## src/rtl/dnsarp_pkg.sv

```systemverilog
package dnsarp_pkg;

  // Parse phases of the message walker.
  typedef enum logic [3:0] {
    PH_HEADER   = 4'd0,
    PH_QNAME    = 4'd1,
    PH_QPTR     = 4'd2,
    PH_QFIXED   = 4'd3,
    PH_ANAME    = 4'd4,
    PH_APTR     = 4'd5,
    PH_AFIXED   = 4'd6,
    PH_ASKIP    = 4'd7,
    PH_DONE     = 4'd8,
    PH_BADID    = 4'd9,
    PH_NOANS    = 4'd10,
    PH_ACAPTURE = 4'd11
  } phase_t;

  // Status codes carried with each result item.
  typedef enum logic [2:0] {
    ST_RESOLVED = 3'd0,
    ST_SHORT    = 3'd1,
    ST_BADID    = 3'd2,
    ST_NOANS    = 3'd3,
    ST_NOMATCH  = 3'd4
  } status_t;

  // Configuration register indexes.
  localparam logic [1:0] CFG_QUERY_ID     = 2'd0;
  localparam logic [1:0] CFG_RECORD_TYPE  = 2'd1;
  localparam logic [1:0] CFG_RECORD_CLASS = 2'd2;

  // Reset values of the configuration registers.
  localparam logic [15:0] RESET_QUERY_ID     = 16'hCAFE;
  localparam logic [15:0] RESET_RECORD_TYPE  = 16'd1;
  localparam logic [15:0] RESET_RECORD_CLASS = 16'd1;

  // Fixed protocol constants.
  localparam logic [3:0]  HEADER_BYTES    = 4'd12;
  localparam logic [3:0]  QFIXED_BYTES    = 4'd4;
  localparam logic [3:0]  AFIXED_BYTES    = 4'd10;
  localparam logic [3:0]  ADDRESS_BYTES   = 4'd4;
  localparam logic [15:0] ADDRESS_LENGTH  = 16'd4;
  localparam logic [1:0]  POINTER_MARK    = 2'b11;

  typedef struct packed {
    logic [15:0] expected_query_id;
    logic [15:0] wanted_record_type;
    logic [15:0] wanted_record_class;
  } cfg_t;

  typedef struct packed {
    logic [31:0] address;
    status_t     status;
  } result_t;

endpackage

```

## src/rtl/dnsarp_parser.sv

```systemverilog
module dnsarp_parser (
  input  logic               clk,
  input  logic               rst_n,
  input  logic               byte_fire,
  input  logic [7:0]         data_byte,
  input  logic               last_byte,
  input  dnsarp_pkg::cfg_t    cfg,
  output logic               res_valid,
  output dnsarp_pkg::result_t res
);
  import dnsarp_pkg::*;

  phase_t      phase_r, phase_nxt;
  logic [3:0]  hpos_r, hpos_nxt;
  logic [15:0] id_r, id_nxt;
  logic [15:0] qleft_r, qleft_nxt;
  logic [15:0] aleft_r, aleft_nxt;
  logic [7:0]  label_r, label_nxt;
  logic [3:0]  field_r, field_nxt;
  logic [15:0] rtype_r, rtype_nxt;
  logic [15:0] rclass_r, rclass_nxt;
  logic [15:0] dlen_r, dlen_nxt;
  logic [31:0] addr_r, addr_nxt;
  logic        match_r, match_nxt;

  logic        name_busy, name_end, name_ptr;
  logic [3:0]  hpos_inc, field_inc;
  logic        hdr_done, afix_done;
  logic [15:0] qleft_dec, aleft_dec, dlen_dec, dlen_new;
  logic        record_match;

  // Shared decode of the byte against the current counters.
  assign name_busy    = (label_r != 8'd0);
  assign name_end     = !name_busy && (data_byte == 8'd0);
  assign name_ptr     = !name_busy && (data_byte[7:6] == POINTER_MARK);
  assign hpos_inc     = hpos_r + 4'd1;
  assign field_inc    = field_r + 4'd1;
  assign hdr_done     = (hpos_inc >= HEADER_BYTES);
  assign afix_done    = (field_inc >= AFIXED_BYTES);
  assign qleft_dec    = qleft_r - 16'd1;
  assign aleft_dec    = aleft_r - 16'd1;
  assign dlen_dec     = dlen_r - 16'd1;
  assign dlen_new     = (field_r >= 4'd8) ? {dlen_r[7:0], data_byte} : dlen_r;
  assign record_match = (rtype_r == cfg.wanted_record_type) &&
                        (rclass_r == cfg.wanted_record_class) &&
                        (dlen_new == ADDRESS_LENGTH);

  // Next phase.
  always_comb begin
    phase_nxt = phase_r;
    case (phase_r)
      PH_HEADER: begin
        if (hdr_done) begin
          if (id_r != cfg.expected_query_id) phase_nxt = PH_BADID;
          else if (aleft_r == 16'd0)         phase_nxt = PH_NOANS;
          else if (qleft_r != 16'd0)         phase_nxt = PH_QNAME;
          else                               phase_nxt = PH_ANAME;
        end
      end
      PH_QNAME: begin
        if (name_end)      phase_nxt = PH_QFIXED;
        else if (name_ptr) phase_nxt = PH_QPTR;
      end
      PH_QPTR: phase_nxt = PH_QFIXED;
      PH_QFIXED: begin
        if (field_inc >= QFIXED_BYTES) begin
          phase_nxt = (qleft_dec != 16'd0) ? PH_QNAME : PH_ANAME;
        end
      end
      PH_ANAME: begin
        if (name_end)      phase_nxt = PH_AFIXED;
        else if (name_ptr) phase_nxt = PH_APTR;
      end
      PH_APTR: phase_nxt = PH_AFIXED;
      PH_AFIXED: begin
        if (afix_done) begin
          if (record_match)            phase_nxt = PH_ACAPTURE;
          else if (dlen_new == 16'd0)  phase_nxt = (aleft_dec != 16'd0) ? PH_ANAME : PH_DONE;
          else                         phase_nxt = PH_ASKIP;
        end
      end
      PH_ASKIP: begin
        if (dlen_dec == 16'd0) phase_nxt = (aleft_dec != 16'd0) ? PH_ANAME : PH_DONE;
      end
      PH_ACAPTURE: begin
        if (field_inc >= ADDRESS_BYTES) phase_nxt = PH_DONE;
      end
      default: phase_nxt = phase_r;
    endcase
  end

  // Counters and captured fields.
  always_comb begin
    hpos_nxt   = hpos_r;
    id_nxt     = id_r;
    qleft_nxt  = qleft_r;
    aleft_nxt  = aleft_r;
    label_nxt  = label_r;
    field_nxt  = field_r;
    rtype_nxt  = rtype_r;
    rclass_nxt = rclass_r;
    dlen_nxt   = dlen_r;
    addr_nxt   = addr_r;
    match_nxt  = match_r;
    case (phase_r)
      PH_HEADER: begin
        if (hpos_r <= 4'd1)                       id_nxt    = {id_r[7:0], data_byte};
        else if (hpos_r == 4'd4 || hpos_r == 4'd5) qleft_nxt = {qleft_r[7:0], data_byte};
        else if (hpos_r == 4'd6 || hpos_r == 4'd7) aleft_nxt = {aleft_r[7:0], data_byte};
        hpos_nxt = hpos_inc;
      end
      PH_QNAME, PH_ANAME: begin
        if (name_busy)      label_nxt = label_r - 8'd1;
        else if (name_end)  field_nxt = 4'd0;
        else if (!name_ptr) label_nxt = data_byte;
      end
      PH_QPTR, PH_APTR: field_nxt = 4'd0;
      PH_QFIXED: begin
        field_nxt = field_inc;
        if (field_inc >= QFIXED_BYTES) begin
          field_nxt = 4'd0;
          label_nxt = 8'd0;
          qleft_nxt = qleft_dec;
        end
      end
      PH_AFIXED: begin
        if (field_r <= 4'd1)      rtype_nxt  = {rtype_r[7:0], data_byte};
        else if (field_r <= 4'd3) rclass_nxt = {rclass_r[7:0], data_byte};
        dlen_nxt  = dlen_new;
        field_nxt = field_inc;
        if (afix_done) begin
          field_nxt = 4'd0;
          if (record_match) begin
            addr_nxt = 32'd0;
          end else if (dlen_new == 16'd0) begin
            aleft_nxt = aleft_dec;
            label_nxt = 8'd0;
          end
        end
      end
      PH_ASKIP: begin
        dlen_nxt = dlen_dec;
        if (dlen_dec == 16'd0) begin
          aleft_nxt = aleft_dec;
          label_nxt = 8'd0;
          field_nxt = 4'd0;
        end
      end
      PH_ACAPTURE: begin
        addr_nxt  = {addr_r[23:0], data_byte};
        field_nxt = field_inc;
        if (field_inc >= ADDRESS_BYTES) match_nxt = 1'b1;
      end
      default: ;
    endcase
  end

  // Result on the last byte, judged on the state after this byte.
  always_comb begin
    res_valid   = byte_fire && last_byte;
    res.address = 32'd0;
    if (phase_nxt == PH_HEADER)     res.status = ST_SHORT;
    else if (phase_nxt == PH_BADID) res.status = ST_BADID;
    else if (phase_nxt == PH_NOANS) res.status = ST_NOANS;
    else if (match_nxt) begin
      res.status  = ST_RESOLVED;
      res.address = addr_nxt;
    end else begin
      res.status = ST_NOMATCH;
    end
  end

  // State registers; the last byte returns the walker to its start.
  always_ff @(posedge clk) begin
    if (!rst_n || (byte_fire && last_byte)) begin
      phase_r  <= PH_HEADER;
      hpos_r   <= 4'd0;
      id_r     <= 16'd0;
      qleft_r  <= 16'd0;
      aleft_r  <= 16'd0;
      label_r  <= 8'd0;
      field_r  <= 4'd0;
      rtype_r  <= 16'd0;
      rclass_r <= 16'd0;
      dlen_r   <= 16'd0;
      addr_r   <= 32'd0;
      match_r  <= 1'b0;
    end else if (byte_fire) begin
      phase_r  <= phase_nxt;
      hpos_r   <= hpos_nxt;
      id_r     <= id_nxt;
      qleft_r  <= qleft_nxt;
      aleft_r  <= aleft_nxt;
      label_r  <= label_nxt;
      field_r  <= field_nxt;
      rtype_r  <= rtype_nxt;
      rclass_r <= rclass_nxt;
      dlen_r   <= dlen_nxt;
      addr_r   <= addr_nxt;
      match_r  <= match_nxt;
    end
  end

endmodule

```

## src/rtl/dns_response_a_record_parser_top.sv

```systemverilog
// Channel  Direction  Ports                                  Payload
// in_      input      in_tvalid/in_tready/in_tdata/in_tlast  message byte, last mark
// out_     output     out_tvalid/out_tready/out_tdata        status, address
// cfg_     input      cfg_valid/cfg_ready/cfg_index/cfg_data 16-bit register write
//
// One byte is taken every cycle while the skid entry is free; after its last byte a
// result passes the input register and then the output register.
// The rate is set by the parser updating its phase and counters once per byte.
// Reset is synchronous and active low; it restores the registers and the parser.
// An output register with a skid entry lets bytes keep flowing while a result
// waits; input stalls only when both hold undelivered results.
module dns_response_a_record_parser_top (
  input  logic        clk,
  input  logic        rst_n,
  input  logic        in_tvalid,
  output logic        in_tready,
  input  logic [7:0]  in_tdata,   // [7:0] data_byte
  input  logic        in_tlast,   // last_byte
  output logic        out_tvalid,
  input  logic        out_tready,
  output logic [39:0] out_tdata,  // [2:0] status, [34:3] address, [39:35] zero
  input  logic        cfg_valid,
  output logic        cfg_ready,
  input  logic [1:0]  cfg_index,
  input  logic [15:0] cfg_data
);
  import dnsarp_pkg::*;

  cfg_t    cfg_r;
  logic    in_valid_r;
  logic [7:0] in_byte_r;
  logic    in_last_r;
  logic    fire;
  logic    res_valid;
  result_t res;
  logic    out_valid_r, out_valid_nxt;
  result_t out_data_r, out_data_nxt;
  logic    skid_valid_r, skid_valid_nxt;
  result_t skid_data_r, skid_data_nxt;

  // Configuration writes are always taken.
  assign cfg_ready = 1'b1;

  always_ff @(posedge clk) begin
    if (!rst_n) begin
      cfg_r.expected_query_id   <= RESET_QUERY_ID;
      cfg_r.wanted_record_type  <= RESET_RECORD_TYPE;
      cfg_r.wanted_record_class <= RESET_RECORD_CLASS;
    end else if (cfg_valid) begin
      case (cfg_index)
        CFG_QUERY_ID:     cfg_r.expected_query_id   <= cfg_data;
        CFG_RECORD_TYPE:  cfg_r.wanted_record_type  <= cfg_data;
        CFG_RECORD_CLASS: cfg_r.wanted_record_class <= cfg_data;
        default: ;
      endcase
    end
  end

  // Input register; the parser consumes it whenever the skid entry is free.
  assign fire      = in_valid_r && !skid_valid_r;
  assign in_tready = !in_valid_r || fire;

  always_ff @(posedge clk) begin
    if (!rst_n) begin
      in_valid_r <= 1'b0;
    end else if (in_tready) begin
      in_valid_r <= in_tvalid;
    end
  end

  always_ff @(posedge clk) begin
    if (in_tready && in_tvalid) begin
      in_byte_r <= in_tdata;
      in_last_r <= in_tlast;
    end
  end

  dnsarp_parser u_parser (
    .clk       (clk),
    .rst_n     (rst_n),
    .byte_fire (fire),
    .data_byte (in_byte_r),
    .last_byte (in_last_r),
    .cfg       (cfg_r),
    .res_valid (res_valid),
    .res       (res)
  );

  // Output register and skid entry, kept in order.
  always_comb begin
    out_valid_nxt  = out_valid_r;
    out_data_nxt   = out_data_r;
    skid_valid_nxt = skid_valid_r;
    skid_data_nxt  = skid_data_r;
    if (!out_valid_r || out_tready) begin
      if (skid_valid_r) begin
        out_valid_nxt  = 1'b1;
        out_data_nxt   = skid_data_r;
        skid_valid_nxt = 1'b0;
      end else begin
        out_valid_nxt = res_valid;
        out_data_nxt  = res;
      end
    end else if (res_valid) begin
      skid_valid_nxt = 1'b1;
      skid_data_nxt  = res;
    end
  end

  always_ff @(posedge clk) begin
    if (!rst_n) begin
      out_valid_r  <= 1'b0;
      skid_valid_r <= 1'b0;
    end else begin
      out_valid_r  <= out_valid_nxt;
      skid_valid_r <= skid_valid_nxt;
    end
  end

  always_ff @(posedge clk) begin
    out_data_r  <= out_data_nxt;
    skid_data_r <= skid_data_nxt;
  end

  assign out_tvalid = out_valid_r;
  assign out_tdata  = {5'd0, out_data_r.address, out_data_r.status};

  // The skid entry is only ever filled behind a waiting output item.
  a_skid_behind_out: assert property (@(posedge clk) disable iff (!rst_n)
    skid_valid_r |-> out_valid_r)
    else $error("skid entry holds an item while the output register is empty");

  // A stalled result is never dropped.
  a_out_kept: assert property (@(posedge clk) disable iff (!rst_n)
    (out_valid_r && !out_tready) |=> out_valid_r)
    else $error("stalled result was lost");

  // Only a resolved result carries an address.
  a_addr_zero: assert property (@(posedge clk) disable iff (!rst_n)
    (out_valid_r && out_data_r.status != ST_RESOLVED) |-> (out_data_r.address == 32'd0))
    else $error("unresolved result carries an address");

endmodule
```

## config.mk

```make
export PLATFORM = sky130hd
export DESIGN_NAME = dns_response_a_record_parser_top
export DESIGN_NICKNAME = d
export VERILOG_FILES = /design/src/rtl/dnsarp_pkg.sv /design/src/rtl/dnsarp_parser.sv /design/src/rtl/dns_response_a_record_parser_top.sv
export SDC_FILE = /design/constraint.sdc
export NUM_CORES = 1
export LEC_CHECK = 0
export ABC_AREA = 1
export ABC_CLOCK_PERIOD_IN_PS = 7260
export BUFFER_PORTS_ARGS = -buffer_cell sky130_fd_sc_hd__buf_2
export CAP_MARGIN = 20
export CORE_UTILIZATION = 30
export CTS_BUF_LIST = sky130_fd_sc_hd__clkbuf_2 sky130_fd_sc_hd__clkbuf_4 sky130_fd_sc_hd__clkbuf_8
export CTS_CLUSTER_SIZE = 30
export DETAILED_ROUTE_END_ITERATION = 6
export SYNTH_ARGS = -nofsm -noshare
export SYNTH_HDL_FRONTEND = slang
export SYNTH_SLANG_ARGS = --single-unit
```

## constraint.sdc

```tcl
create_clock -name clk -period 7.26 [get_ports clk]
set_input_delay 1.452 -clock clk [delete_from_list [all_inputs] [get_ports clk]]
set_output_delay 1.452 -clock clk [all_outputs]
set_load 0.05 [all_outputs]
```

### Word level (Yosys, flattened, before mapping)

Cells that the tools add are included.

| operators by class | value |
|---|---|
| equality and inequality tests | 34 |
| div/mod/pow operators | 0 |
| reductions and logical operators | 49 |
| multipliers | 0 |
| $add $sub $neg | 6 |
| magnitude comparators | 7 |
| shifts and indexed selects | 0 |
| multiplexer cells | 61 |
| bitwise operators | 3 |

Operator list:

| cell | count |
|---|---|
| two-way mux 32 bit | 6 |
| two-way mux 16 bit | 11 |
| two-way mux 4 bit | 19 |
| two-way mux 8 bit | 8 |
| case mux 16 bit (2 select lines) | 2 |
| case mux 32 bit (2 select lines) | 1 |
| logical NOT 16 bit | 3 |
| case mux 16 bit (3 select lines) | 1 |
| nonzero test 16 bit | 3 |
| subtractor 16 x 1 -> 16 bit, second input constant | 3 |
| case mux 4 bit (9 select lines) | 1 |
| two-way mux 35 bit | 1 |
| == test 16 bit | 2 |
| == test 4 x 3 -> 1 bit, second input constant | 8 |
| case mux 8 bit (4 select lines) | 1 |
| case mux 4 bit (6 select lines) | 1 |
| two-way mux 3 bit | 6 |
| AND reduction 9 bit | 2 |
| == test 16 x 3 -> 1 bit, second input constant | 1 |
| != test 16 bit | 1 |
| != test 2 x 1 -> 1 bit, second input constant | 7 |
| == test 4 bit, second input constant | 3 |
| >= comparator 4 bit, second input constant | 3 |
| AND reduction 2 bit | 6 |
| 28 further kinds | 60 |

| storage, ports and cells | value |
|---|---|
| bits of input ports | 32 |
| memories | 0 |
| bits in registers | 279 |
| latch bits | 0 |
| bits in writable memories | 0 |
| memory bits (read-only) | 0 |
| output and inout port bits | 43 |
| word-level logic and storage cells | 184 |

### Longest topological paths before layout

Gate-level depths: netlist (run 1).

| depth | value |
|---|---|
| word-level depth | 12 |
| mapped depth | 22 |
| mapped depth without buffers | 21 |

### Modules after synthesis

From an unflattened synthesis (run 1), not the netlist that was laid out.

| unflattened totals | value |
|---|---|
| cell total of the unflattened synthesis | 2,155 |
| area, all modules | 14,853.0 um2 |

Modules (own cells, without submodules):

| module | cells an instance | area each (um2) | seq. area each (um2) | times used |
|---|---|---|---|---|
| dnsarp_parser | 1,652 | 9,964.6 | 2,982.9 | 1 |
| dns_response_a_record_parser_top | 503 | 4,888.4 | 3,393.3 | 1 |

### Worst setup path after synthesis (run 1)

Ideal clock, no wire load.

| timing | value |
|---|---|
| path type | input -> register |
| start | input port out_tready |
| end | register skid_data_r[0] (netlist name) (enable) |
| buffers on the path | 0 |
| required time | 6,833 ps |
| path slack | 2,934 ps |
| arrival | 3,899 ps |
| setup time | 427 ps |
| stages | 3 |
| cells stage by stage | inv_1 nand2_1 nor2_1 |

| between the ends | value |
|---|---|
| longest elaborated chain between the ends | 3 |

Ends and longest elaborated chain:

| what | line | RTL |
|---|---|---|
| start: declaration | dns_response_a_record_parser_top.sv:20 | `input logic out_tready,` |
| logical OR 1 bit | dns_response_a_record_parser_top.sv:95 | `if (!out_valid_r \|\| out_tready) begin` |
| inverter 1 bit (no source line) | n/a |  |
| AND reduction 2 bit (no source line) | n/a |  |
| end signal: assignment | dns_response_a_record_parser_top.sv:122 | `skid_data_r <= skid_data_nxt;` |
| end: declaration | dns_response_a_record_parser_top.sv:39 | `result_t skid_data_r, skid_data_nxt;` |

Every way passes these cells.
A chain may end at the register's enable or synchronous reset.

### Worst setup path after layout (run 1)

| timing | value |
|---|---|
| start | register in_byte_r[7] |
| end | register out_data_r (netlist bit out_tdata[3]), data pin |

| between the ends | value |
|---|---|
| longest elaborated chain between the ends | 11 |
| elaborated cells between the ends (all ways) | 27 |
| classes of those cells | 4 x eq/ne; 17 x mux; 6 x reduce/logical |

Ends and longest elaborated chain:

| what | line | RTL |
|---|---|---|
| start: declaration | dns_response_a_record_parser_top.sv:31 | `logic [7:0] in_byte_r;` |
| start signal: assignment | dns_response_a_record_parser_top.sv:73 | `in_byte_r <= in_tdata;` |
| two-way mux 16 bit | dnsarp_parser.sv:43 | `assign dlen_new = (field_r >= 4'd8) ? {dlen_r[7:0], data_byte} : dlen_r;` |
| logical NOT 16 bit / == test 16 x 3 -> 1 bit (equally long branches) | dnsarp_parser.sv:78, dnsarp_parser.sv:46 |  |
| two-way mux 4 bit / logical AND 1 bit (equally long branches) | dnsarp_parser.sv:78, dnsarp_parser.sv:45 |  |
| two-way mux 4 bit / two-way mux 32 bit (equally long branches) | dnsarp_parser.sv:77, dnsarp_parser.sv:133 |  |
| two-way mux 4 bit / two-way mux 32 bit (equally long branches) | dnsarp_parser.sv:76, dnsarp_parser.sv:131 |  |
| case mux 4 bit (9 select lines) / case mux 32 bit (2 select lines) (equally long branches) | dnsarp_parser.sv:51, dnsarp_parser.sv:105 |  |
| == test 4 bit / two-way mux 32 bit (equally long branches) | dnsarp_parser.sv:164, dnsarp_parser.sv:165 |  |
| two-way mux 32 bit | dnsarp_parser.sv:164 | `else if (phase_nxt == PH_NOANS) res.status = ST_NOANS;` |
| two-way mux 32 bit | dnsarp_parser.sv:163 | `else if (phase_nxt == PH_BADID) res.status = ST_BADID;` |
| two-way mux 32 bit * | dnsarp_parser.sv:162 | `if (phase_nxt == PH_HEADER) res.status = ST_SHORT;` |
| two-way mux 35 bit * | dns_response_a_record_parser_top.sv:96 | `if (skid_valid_r) begin` |
| end signal: assignment | dns_response_a_record_parser_top.sv:121 | `out_data_r <= out_data_nxt;` |
| end: declaration | dns_response_a_record_parser_top.sv:37 | `result_t out_data_r, out_data_nxt;` |

Every way passes the cells marked *; elsewhere a longest branch is shown, timed or not.

==> impl_metrics.env, run 1 <==
export IMPL_clk_latency_ns=0.60
export IMPL_p_seq_frac=0.464
export IMPL_yosys_area_share_simple=0.258
export IMPL_grt_pass1_vias=12800
export IMPL_rows=80
export IMPL_synthTopCellsByArea="dfxtp_1, edfxtp_1, nand2_1"
export IMPL_yosysSeqAreaShare=0.432
export IMPL_hp_class="reg -> reg"
export IMPL_synth_top_family_by_area="simple AND/OR/NAND/NOR gates"
export IMPL_fillerInstances=5066
export IMPL_regArea_mm2=0.00638
export IMPL_post_drt_wl_per_cell_um=14.6
export IMPL_drt_total_wl_um=40800
export IMPL_rsz0062_at_grt="false"
export IMPL_synth_edf_count=79
export IMPL_powerDensity_mw_per_mm2=218
export IMPL_vias=13600
export IMPL_syn_avg_cell_area_um2=7.22
export IMPL_place_inst=2697
export IMPL_drcViolationCount=0
export IMPL_syn_to_final_growth_pct=13.6
export IMPL_drt_vias_per_instance=4.86
export IMPL_post_cts_resized=0
export IMPL_combPwrFrac=0.114
export IMPL_synthesis_area_mm2=0.0148
export IMPL_num_antenna_cells=0
export IMPL_final_cell_count_no_fill=2791
export IMPL_dieArea_mm2=0.0501
export IMPL_grt_max_degree=73
export IMPL_power_switching_uw=1000
export IMPL_yosys_area_top_type="dfxtp_1"
export IMPL_ys_warn_count=0
export IMPL_grt_usage=0.161
export IMPL_yosys_register_bits=279
export IMPL_gp_congestion=0.878
export IMPL_cts_tree="yes"
export IMPL_critical_path_class="reg -> reg"
export IMPL_grt_ovfl_total=0
export IMPL_clock_sinks=279
export IMPL_final_util=0.348
export IMPL_synthCells=2045
export IMPL_tightest_slew_ns=1.06
export IMPL_yosysTopAreaCellShare=0.271
export IMPL_vdd_ir_drop_max_mv=0.129
export IMPL_mostFrequentLayoutCell="nand2_1"
export IMPL_cts_buffer_depth=3
export IMPL_port_buffers=68
export IMPL_clock_fmax_ghz=0.286
export IMPL_synthMuxAreaShare=0
export IMPL_cts_root_buf="clkbuf_8"
export IMPL_coreArea_mm2=0.0481
export IMPL_io_pins=75
export IMPL_initial_core_util=0.307
export IMPL_max_cap_viol_count=0
export IMPL_dp_hpwl_um=28500
export IMPL_hold_violations=0
export IMPL_status="finished, final reports clean"
export IMPL_multi_input_area_mm2=0.00711
export IMPL_numCtsBuffers=50
export IMPL_whs_ns=0.472
export IMPL_slew_viol_final=0
export IMPL_cp_end_kind="flop"
export IMPL_postCtsHoldBufs=0
export IMPL_dominantRegCellSynth="dfxtp_1"
export IMPL_critPathMaxFanout=32
export IMPL_grt_pass1_wl_um=65700
export IMPL_drtIter0Drc=909
export IMPL_startpoint_type="flop"
export IMPL_antenna_found_initial=0
export IMPL_ys_types=50
export IMPL_layout_min_cycle_time_ns=3.49
export IMPL_synth_xor_area_frac=0.0196
export IMPL_htree_levels=2
export IMPL_nets=2141
export IMPL_swShare=0.275
export IMPL_cts_setup_buffers=0
export IMPL_final_cell_mix="nand2_1, nor2_1, inv_1, dfxtp_1, o21ai_0"
export IMPL_worstPathRequired_ns=7.57
export IMPL_finalSetupViolCount=0
export IMPL_cp_arrival_ns=3.80
export IMPL_die_w_um=224
export IMPL_maxSlewHeadroom=0.291
export IMPL_die_h_um=224
export IMPL_synth_fa_ha_area_frac=0.0127
export IMPL_firstDrtPassIters=5
export IMPL_drive_gt1_frac=0.117
export IMPL_internal_power_uw=2650
export IMPL_cts_reportedPaths_clkPinSlew_ns=0.06
export IMPL_skew_ns=0.0309
export IMPL_tns_ns=0
export IMPL_async_flop_share=0
export IMPL_finalCritPeriodShare=0.481
export IMPL_drtAntennaViolNets=0
export IMPL_leakage_uw=0.00744
export IMPL_synth_compound_area_frac=0.188
export IMPL_p_clk_frac=0.422
-- logic make-up after synthesis --
family | after synthesis
AO/OA/AOI/OAI | 462
XOR/XNOR | 33
adder cells (fa/ha/maj) | 15
buffers and inverters | 326
flip-flops | 279
other | 2
AND/OR/NAND/NOR | 928
-- Yosys cell counts, types with 28 or more instances --
| cell | count |
|---|---|
| nand2_1 | 486 |
| nor2_1 | 299 |
| inv_1 | 220 |
| dfxtp_1 | 200 |
| o21ai_0 | 177 |
| a21oi_1 | 97 |
| edfxtp_1 | 79 |
| nand3_1 | 66 |
| clkbuf_1 | 61 |
| a31oi_1 | 43 |
| o211ai_1 | 41 |
| a22oi_1 | 32 |
| o21ai_2 | 28 |
-- flip-flops by register name, indices dropped and copies added, names as in the netlist, 4 cells and up --
register           cells
cfg_r                 48
in_byte_r              8
out_tdata             35
skid_data_r           35
u_parser.addr_r       32
u_parser.aleft_r      16
u_parser.dlen_r       16
u_parser.field_r       4
u_parser.hpos_r        4
u_parser.id_r         16
u_parser.label_r       8
u_parser.phase_r       4
u_parser.qleft_r      16
u_parser.rclass_r     16
u_parser.rtype_r      16
-- worst max-delay path, stage by stage, from the launching register on --
cell and delay, ns:
edfxtp_1 0.62, inv_1 0.40, nand2_1 0.08, o21ai_1 0.11, nand2_1 0.07, nor2_1 0.24
inv_1 0.07, nor2_1 0.12, nand2_1 0.09, nand2_1 0.12, nor2_1 0.06, nor2_1 0.11
nand3_1 0.09, nand2_2 0.12, nor2_1 0.06, nor2_2 0.15, nand2_4 0.10, nand2_4 0.42
o21ai_0 0.15
-- path summary, 6_finish.rpt --
check                    startpoint  slack (ns)  depth (start not counted)                     end
max          in_byte_r[7]$_DFFE_PP_        3.77                         18  out_tdata[3]$_DFFE_PP_
min           cfg_r[3]$_SDFFE_PN0P_        0.47                          2   cfg_r[3]$_SDFFE_PN0P_
max reg2reg  in_byte_r[7]$_DFFE_PP_        3.77                         18  out_tdata[3]$_DFFE_PP_
min reg2reg   cfg_r[3]$_SDFFE_PN0P_        0.47                          2   cfg_r[3]$_SDFFE_PN0P_
-- power by group through the flow --
stage	Combinational (uW)	Sequential, uW	Clock [uW]
after global routing	467	1700	1660
after global placement	408	1730	0
after floorplan	286	1740	0
after detailed placement	413	1730	0
after CTS	415	1690	1590
final	418	1690	1540
-- layer usage --
layer | wire (um) | GRT usage | part of all wire | up-vias
li1 | - | - | - | 6845
met1 | 19300 | 0.219 | 0.47 | 6291
met2 | 18400 | 0.257 | 0.45 | 360
met3 | 2010 | 0.0260 | 0.049 | 81
met4 | 1190 | 0.0590 | 0.029 | 0
met5 | 0 | 0 | 0 | -
-- per-stage QoR --
| stage | area [um2] | total power [uW] | setup slack [ns] |
|---|---|---|---|
| 2_1_floorplan | 14800 | 2030 | 2.93 |
| 3_3_place_gp | 15700 | 2130 | 3.32 |
| 3_5_place_dp | 15700 | 2140 | 3.26 |
| 4_1_cts | 16700 | 3690 | 3.64 |
| 5_1_grt | 16800 | 3820 | 3.50 |
| 6_report | 16800 | 3650 | 3.77 |
-- layout make-up --
cell class | instances | share of cell area
sequential | 279 | 0.380
clock inverter | 13 | 0.00418
timing repair buffer | 86 | 0.0303
inverter | 233 | 0.0522
multi-input combinational | 1444 | 0.424
tap | 656 | 0.0489
clock buffer | 80 | 0.0601
Note: power is estimated with default switching activity, not from simulation.
==> run 2: changes to the inputs <==
--- a/config.mk
+++ b/config.mk
@@ -6,7 +6,7 @@
 export NUM_CORES = 1
 export LEC_CHECK = 0
 export ABC_AREA = 1
-export ABC_CLOCK_PERIOD_IN_PS = 7260
+export ABC_CLOCK_PERIOD_IN_PS = 3300
 export BUFFER_PORTS_ARGS = -buffer_cell sky130_fd_sc_hd__buf_2
 export CAP_MARGIN = 20
 export CORE_UTILIZATION = 30
==> constraint.sdc (replaced) <==
create_clock -name clk -period 3.3 [get_ports clk]
set_input_delay 0.66 -clock clk [delete_from_list [all_inputs] [get_ports clk]]
set_output_delay 0.66 -clock clk [all_outputs]
set_load 0.05 [all_outputs]
==> run 2 against run 1 <==
Net effect:
- via count increased by 1.3%
- combinational power increased by 140%
- critical path depth decreased by 1
- design area increased by 2.4%
- largest cell class unchanged
- register-to-register slack got worse by 3.6 ns
- highest routed layer unchanged
- first-iteration DRC count increased by 18%
- cell count increased by 1.5%
- wire length increased by 5.9%
==> impl_metrics.env, run 2 (synthesis gave the netlist of run 1 again) <==
export IMPL_wl_met1_um=19800
export IMPL_fillerInstances=5075
export IMPL_drive_gt1_frac=0.135
export IMPL_vias=13700
export IMPL_grt_pass1_wl_um=69100
export IMPL_clk_latency_ns=0.62
export IMPL_final_cell_mix="nand2_1, nor2_1, inv_1, dfxtp_1, o21ai_0"
export IMPL_grt_usage=0.172
export IMPL_final_cell_count_no_fill=2834
export IMPL_dp_hpwl_um=30900
export IMPL_layout_min_cycle_time_ns=3.11
export IMPL_cp_arrival_ns=3.47
export IMPL_met2WireLength_um=19900
export IMPL_drcViolationCount=0
export IMPL_vdd_ir_drop_max_mv=0.332
export IMPL_critPathMaxFanout=10
export IMPL_max_cap_viol_count=0
export IMPL_rows=80
export IMPL_placed_area_mm2=0.0160
export IMPL_worstPathRequired_ns=3.66
export IMPL_maxSlewHeadroom=0.404
export IMPL_hp_class="in -> reg"
export IMPL_post_drt_wl_per_cell_um=15.3
export IMPL_cts_tree="yes"
export IMPL_skew_ns=0.0270
export IMPL_cts_reportedPaths_clkPinSlew_ns=0.06
export IMPL_clock_fmax_ghz=0.321
export IMPL_grt_ovfl_total=0
export IMPL_reg2regPathDepth=17
export IMPL_numCtsBuffers=50
export IMPL_cts_buffer_depth=3
export IMPL_port_buffers=68
export IMPL_rsz0062_at_grt="false"
export IMPL_powerDensity_mw_per_mm2=480
export IMPL_place_inst=2735
export IMPL_worstSetupEndpoint="out_tdata[3]$_DFFE_PP_"
export IMPL_initial_core_util=0.307
export IMPL_wl_met3_um=2570
export IMPL_clock_sinks=279
export IMPL_htree_levels=2
export IMPL_rr_endpoint="out_tdata[3]$_DFFE_PP_"
export IMPL_syn_to_final_growth_pct=16.4
export IMPL_startpoint_type="flop"
export IMPL_status="finished, final reports clean"
export IMPL_drtIter0Drc=1077
export IMPL_grt_pass1_vias=13000
export IMPL_grt_max_degree=75
export IMPL_cts_root_buf="clkbuf_8"
export IMPL_rrSetupSlack_ns=0.19
export IMPL_firstDrtPassIters=7
export IMPL_stdcell_area_mm2=0.0172
export IMPL_cp_end_kind="flop"
export IMPL_gp_congestion=0.929
export IMPL_mostFrequentLayoutCell="nand2_1"
export IMPL_top_register="cfg_r"
export IMPL_io_pins=75
export IMPL_tightest_slew_ns=0.891
export IMPL_leakage_uw=0.00768
export IMPL_nets=2184
export IMPL_critical_path_class="reg -> reg"
export IMPL_die_h_um=224
export IMPL_r2r_start="in_byte_r[4]$_DFFE_PP_"
export IMPL_slew_viol_final=0
export IMPL_coreArea_mm2=0.0481
export IMPL_antenna_found_initial=0
export IMPL_finalCritPeriodShare=0.943
export IMPL_finalSetupViolCount=0
export IMPL_drt_vias_per_instance=4.85
export IMPL_die_w_um=224
export IMPL_dieArea_mm2=0.0501
export IMPL_largest_reg_flops=48
export IMPL_drtAntennaViolNets=0
export IMPL_num_antenna_cells=0
export IMPL_drt_total_wl_um=43200
export IMPL_routed_top_layer="met4"
export IMPL_worstSetupStartpoint="in_byte_r[4]$_DFFE_PP_"
export IMPL_hold_violations=0
-- run 2: changes by cell type in the layout (fill, tap and decap cells not counted), moves of 2 or more --
cell | before | now
bufinv_16 | 0 | 2
clkbuf_8 | 65 | 63
buf_12 | 1 | 3
buf_4 | 16 | 55
-- run 2: area by class of cell --
class / count / area [um2] / share of cell area
multi-input cells: 1444 / 7120 / 0.415
flip-flops and latches: 279 / 6380 / 0.371
clock buffers: 79 / 987 / 0.0575
inverters: 233 / 875 / 0.0509
repair buffers: 129 / 867 / 0.0505
well taps: 656 / 821 / 0.0478
clock inverters: 14 / 121 / 0.00707
-- run 2: worst max-delay path, stage by stage, from the launching register on --
cell      delay, ns
edfxtp_1       0.52
inv_1          0.15
nand2_1        0.07
o21ai_1        0.11
nand2_1        0.08
nor2_1         0.30
nand2_1        0.13
nor3_1         0.38
nand4_1        0.17
nand2_1        0.10
nand2_1        0.06
inv_2          0.05
nor2_1         0.09
a21oi_2        0.17
nand2_4        0.11
nand2_8        0.14
buf_12         0.15
o21ai_0        0.08
-- run 2: how the worst min path moves through the flow --
| stage | startpoint | end | slack, ns | depth (start not counted) |
|---|---|---|---|---|
| detailed placement | cfg_r[2]$_SDFFE_PN0P_ | cfg_r[2]$_SDFFE_PN0P_ | 0.46 | 2 |
| floorplan | cfg_r[10]$_SDFFE_PN0P_ | cfg_r[10]$_SDFFE_PN0P_ | 0.44 | 2 |
| finish | in_tdata[4] | in_byte_r[4]$_DFFE_PP_ | 0.23 | 1 |
| CTS | in_tdata[2] | in_byte_r[2]$_DFFE_PP_ | 0.17 | 1 |
| global route | in_tdata[2] | in_byte_r[2]$_DFFE_PP_ | 0.20 | 1 |
| global placement | cfg_r[14]$_SDFFE_PN0P_ | cfg_r[14]$_SDFFE_PN0P_ | 0.46 | 2 |
-- run 2: metrics by stage --
step	setup slack [ns]	setup TNS (ns)	util	total power (uW)	hold WS, ns
6_report	0.187	0	0.357	8250	0.229
5_1_grt	0.0168	0	0.357	8610	0.198
4_1_cts	0.0853	0	0.355	8340	0.175
2_1_floorplan	0.266	0	-	4460	0.444
3_3_place_gp	0.0929	0	0.331	4750	0.457
3_5_place_dp	-0.0108	-0.0341	0.332	4760	0.458
-- run 2: report_power, final --
group	internal [uW]	switching (uW)
sequential	3630	92.9
combinational	300	684
clock	2060	1490
total	5990	2260
-- run 2: timing repair --
action                     4_1_cts  5_1_grt
setup endpoints to repair       15       65
gates resized for setup          1        3
hold buffers                     0        0
pin swaps                        0        1
buffers inserted                 0        5
-- run 2: routing by layer --
layer | up-vias | track usage
met5 | - | 0
met4 | 0 | 0.0532
met3 | 61 | 0.0277
met2 | 358 | 0.280
met1 | 6401 | 0.233
li1 | 6929 | -
==> run 3: changes to the inputs <==
--- a/config.mk
+++ b/config.mk
@@ -13,6 +13,7 @@
 export CTS_BUF_LIST = sky130_fd_sc_hd__clkbuf_2 sky130_fd_sc_hd__clkbuf_4 sky130_fd_sc_hd__clkbuf_8
 export CTS_CLUSTER_SIZE = 30
 export DETAILED_ROUTE_END_ITERATION = 6
+export REMOVE_ABC_BUFFERS = 1
 export SYNTH_ARGS = -nofsm -noshare
 export SYNTH_HDL_FRONTEND = slang
 export SYNTH_SLANG_ARGS = --single-unit
==> run 3 against run 2 <==
Net effect:
- total power down 0.66%
- worst hold slack worse by 0.015 ns
- wire length up 0.46%
- count of clock-buffer cells in the layout up 1
- critical path type unchanged
- highest routed layer unchanged
==> impl_metrics.env, run 3 (synthesis gave the netlist of run 1 again) <==
export IMPL_status="finished, final reports clean"
export IMPL_crit_family="simple AND/OR/NAND/NOR gates"
export IMPL_rr_endpoint="out_tdata[25]$_DFFE_PP_"
export IMPL_startpoint_type="flop"
export IMPL_gp_congestion=0.903
export IMPL_cts_buffer_depth=3
export IMPL_dieArea_mm2=0.0501
export IMPL_rrSetupSlack_ns=0.26
export IMPL_stdcell_area_mm2=0.0171
export IMPL_max_cap_viol_count=0
export IMPL_die_h_um=224
export IMPL_whs_path_depth=1
export IMPL_powerDensity_mw_per_mm2=478
export IMPL_path_cells="inv_1 -> ha_1 -> nand2_2 -> nor2_4 -> xor2_1 -> nand2_1 -> nor2_1 -> nand3_1 -> nor2_1 -> nand2_1 -> nand2_1 -> nand3_1 -> a21oi_2 -> nand2_4 -> nand2_8 -> buf_4 -> o21ai_2"
export IMPL_hp_class="in -> reg"
export IMPL_drtIter0Drc=919
export IMPL_path_depth=17
export IMPL_slowest_stage="dfxtp_2"
export IMPL_largest_reg_flops=48
export IMPL_reg2regPathDepth=17
export IMPL_tightest_slew_ns=0.925
export IMPL_syn_to_final_growth_pct=16.1
export IMPL_whs_ns=0.214
export IMPL_worstPathRequired_ns=3.67
export IMPL_top_register="cfg_r"
export IMPL_critPathMaxFanout=11
export IMPL_skew_ns=0.0271
export IMPL_firstDrtPassIters=6
export IMPL_coreArea_mm2=0.0481
export IMPL_grt_pass1_vias=13100
export IMPL_die_w_um=224
export IMPL_initial_core_util=0.307
export IMPL_final_cell_mix="nand2_1, nor2_1, inv_1, dfxtp_1, o21ai_0"
export IMPL_final_cell_count_no_fill=2829
export IMPL_place_inst=2731
export IMPL_cts_tree="yes"
export IMPL_post_drt_wl_per_cell_um=15.4
export IMPL_critical_path_class="reg -> reg"
export IMPL_drt_vias_per_instance=4.83
export IMPL_grt_max_degree=73
export IMPL_drcViolationCount=0
export IMPL_placed_area_mm2=0.0160
export IMPL_cts_root_buf="clkbuf_8"
export IMPL_finalSetupViolCount=0
export IMPL_numCtsBuffers=50
export IMPL_grt_pass1_wl_um=69400
export IMPL_cp_arrival_ns=3.41
export IMPL_grt_usage=0.173
export IMPL_vias=13700
export IMPL_fillerInstances=5106
export IMPL_clk_latency_ns=0.64
export IMPL_io_pins=75
export IMPL_slew_viol_final=0
export IMPL_mostFrequentLayoutCell="nand2_1"
export IMPL_port_buffers=68
export IMPL_drive_gt1_frac=0.137
export IMPL_htree_levels=2
export IMPL_max_stage_delay_ns=0.34
export IMPL_rows=80
export IMPL_clock_fmax_ghz=0.329
export IMPL_cp_end_kind="flop"
export IMPL_finalCritPeriodShare=0.920
export IMPL_crit_top_cell="nand2_1"
export IMPL_min_delay_start="in_tdata[5]"
export IMPL_r2r_start="u_parser.aleft_r[0]$_SDFFE_PP0P_"
export IMPL_nets=2180
export IMPL_hold_violations=0
export IMPL_maxSlewHeadroom=0.382
export IMPL_drt_total_wl_um=43400
export IMPL_clock_sinks=279
export IMPL_antenna_found_initial=0
export IMPL_layout_min_cycle_time_ns=3.04
export IMPL_cts_reportedPaths_clkPinSlew_ns=0.07
export IMPL_leakage_uw=0.00766
export IMPL_vdd_ir_drop_max_mv=0.325
export IMPL_rsz0062_at_grt="false"
export IMPL_worst_path_buf_inv=2
export IMPL_grt_ovfl_total=0
export IMPL_worstSetupStartpoint="u_parser.aleft_r[0]$_SDFFE_PP0P_"
export IMPL_final_util=0.356
export IMPL_drtAntennaViolNets=0
export IMPL_dp_hpwl_um=30700
export IMPL_min_to="in_byte_r[5]$_DFFE_PP_"
run 3: worst max path at each step:
| stage | endpoint | slack [ns] |
|---|---|---|
| 3_3_place_gp | out_tdata[13]$_DFFE_PP_ | 0.15 |
| 6_report | out_tdata[25]$_DFFE_PP_ | 0.26 |
| 5_1_grt | out_tdata[28]$_DFFE_PP_ | 0.02 |
| 4_1_cts | out_tdata[25]$_DFFE_PP_ | 0.09 |
| 3_5_place_dp | out_tdata[25]$_DFFE_PP_ | 0.12 |
| 2_1_floorplan | u_parser.rclass_r[8]$_SDFFE_PP0P_ | -1.63 |
run 3: final cells by class:
type / count / area (um2) / area share
tap: 656 / 821 / 0.0479
timing repair buffer: 125 / 838 / 0.0489
clock buffer: 80 / 988 / 0.0577
sequential: 279 / 6380 / 0.372
multi-input combinational: 1444 / 7140 / 0.417
clock inverter: 11 / 97.6 / 0.00569
antenna: 1 / 2.50 / 0.000146
inverter: 233 / 876 / 0.0511
run 3: metrics by stage:
step | power, uW | setup WS [ns] | TNS, ns
3_3_place_gp | 4750 | 0.147 | 0
6_report | 8190 | 0.265 | 0
4_1_cts | 8270 | 0.0926 | 0
3_5_place_dp | 4760 | 0.124 | 0
5_1_grt | 8570 | 0.0152 | 0
2_1_floorplan | 4410 | -1.63 | -171.23
run 3: routing by layer:
metal | vias up | GRT usage | wire length (um)
li1 | 6918 | - | -
met1 | 6354 | 0.227 | 20000
met2 | 321 | 0.283 | 19900
met3 | 85 | 0.0306 | 2040
met4 | 0 | 0.0665 | 1460
met5 | - | 0 | 0
run 3: what timing repair did:
action,CTS,global route
hold buffers,0,0
endpoints found under the setup margin,0,63
endpoints found under the hold margin,0,0
buffers inserted,0,6
gates resized for setup,0,11
run 3: power breakdown:
part,internal [uW],switching (uW)
Sequential,3630,85.6
Clock,1980,1510
Combinational,305,688
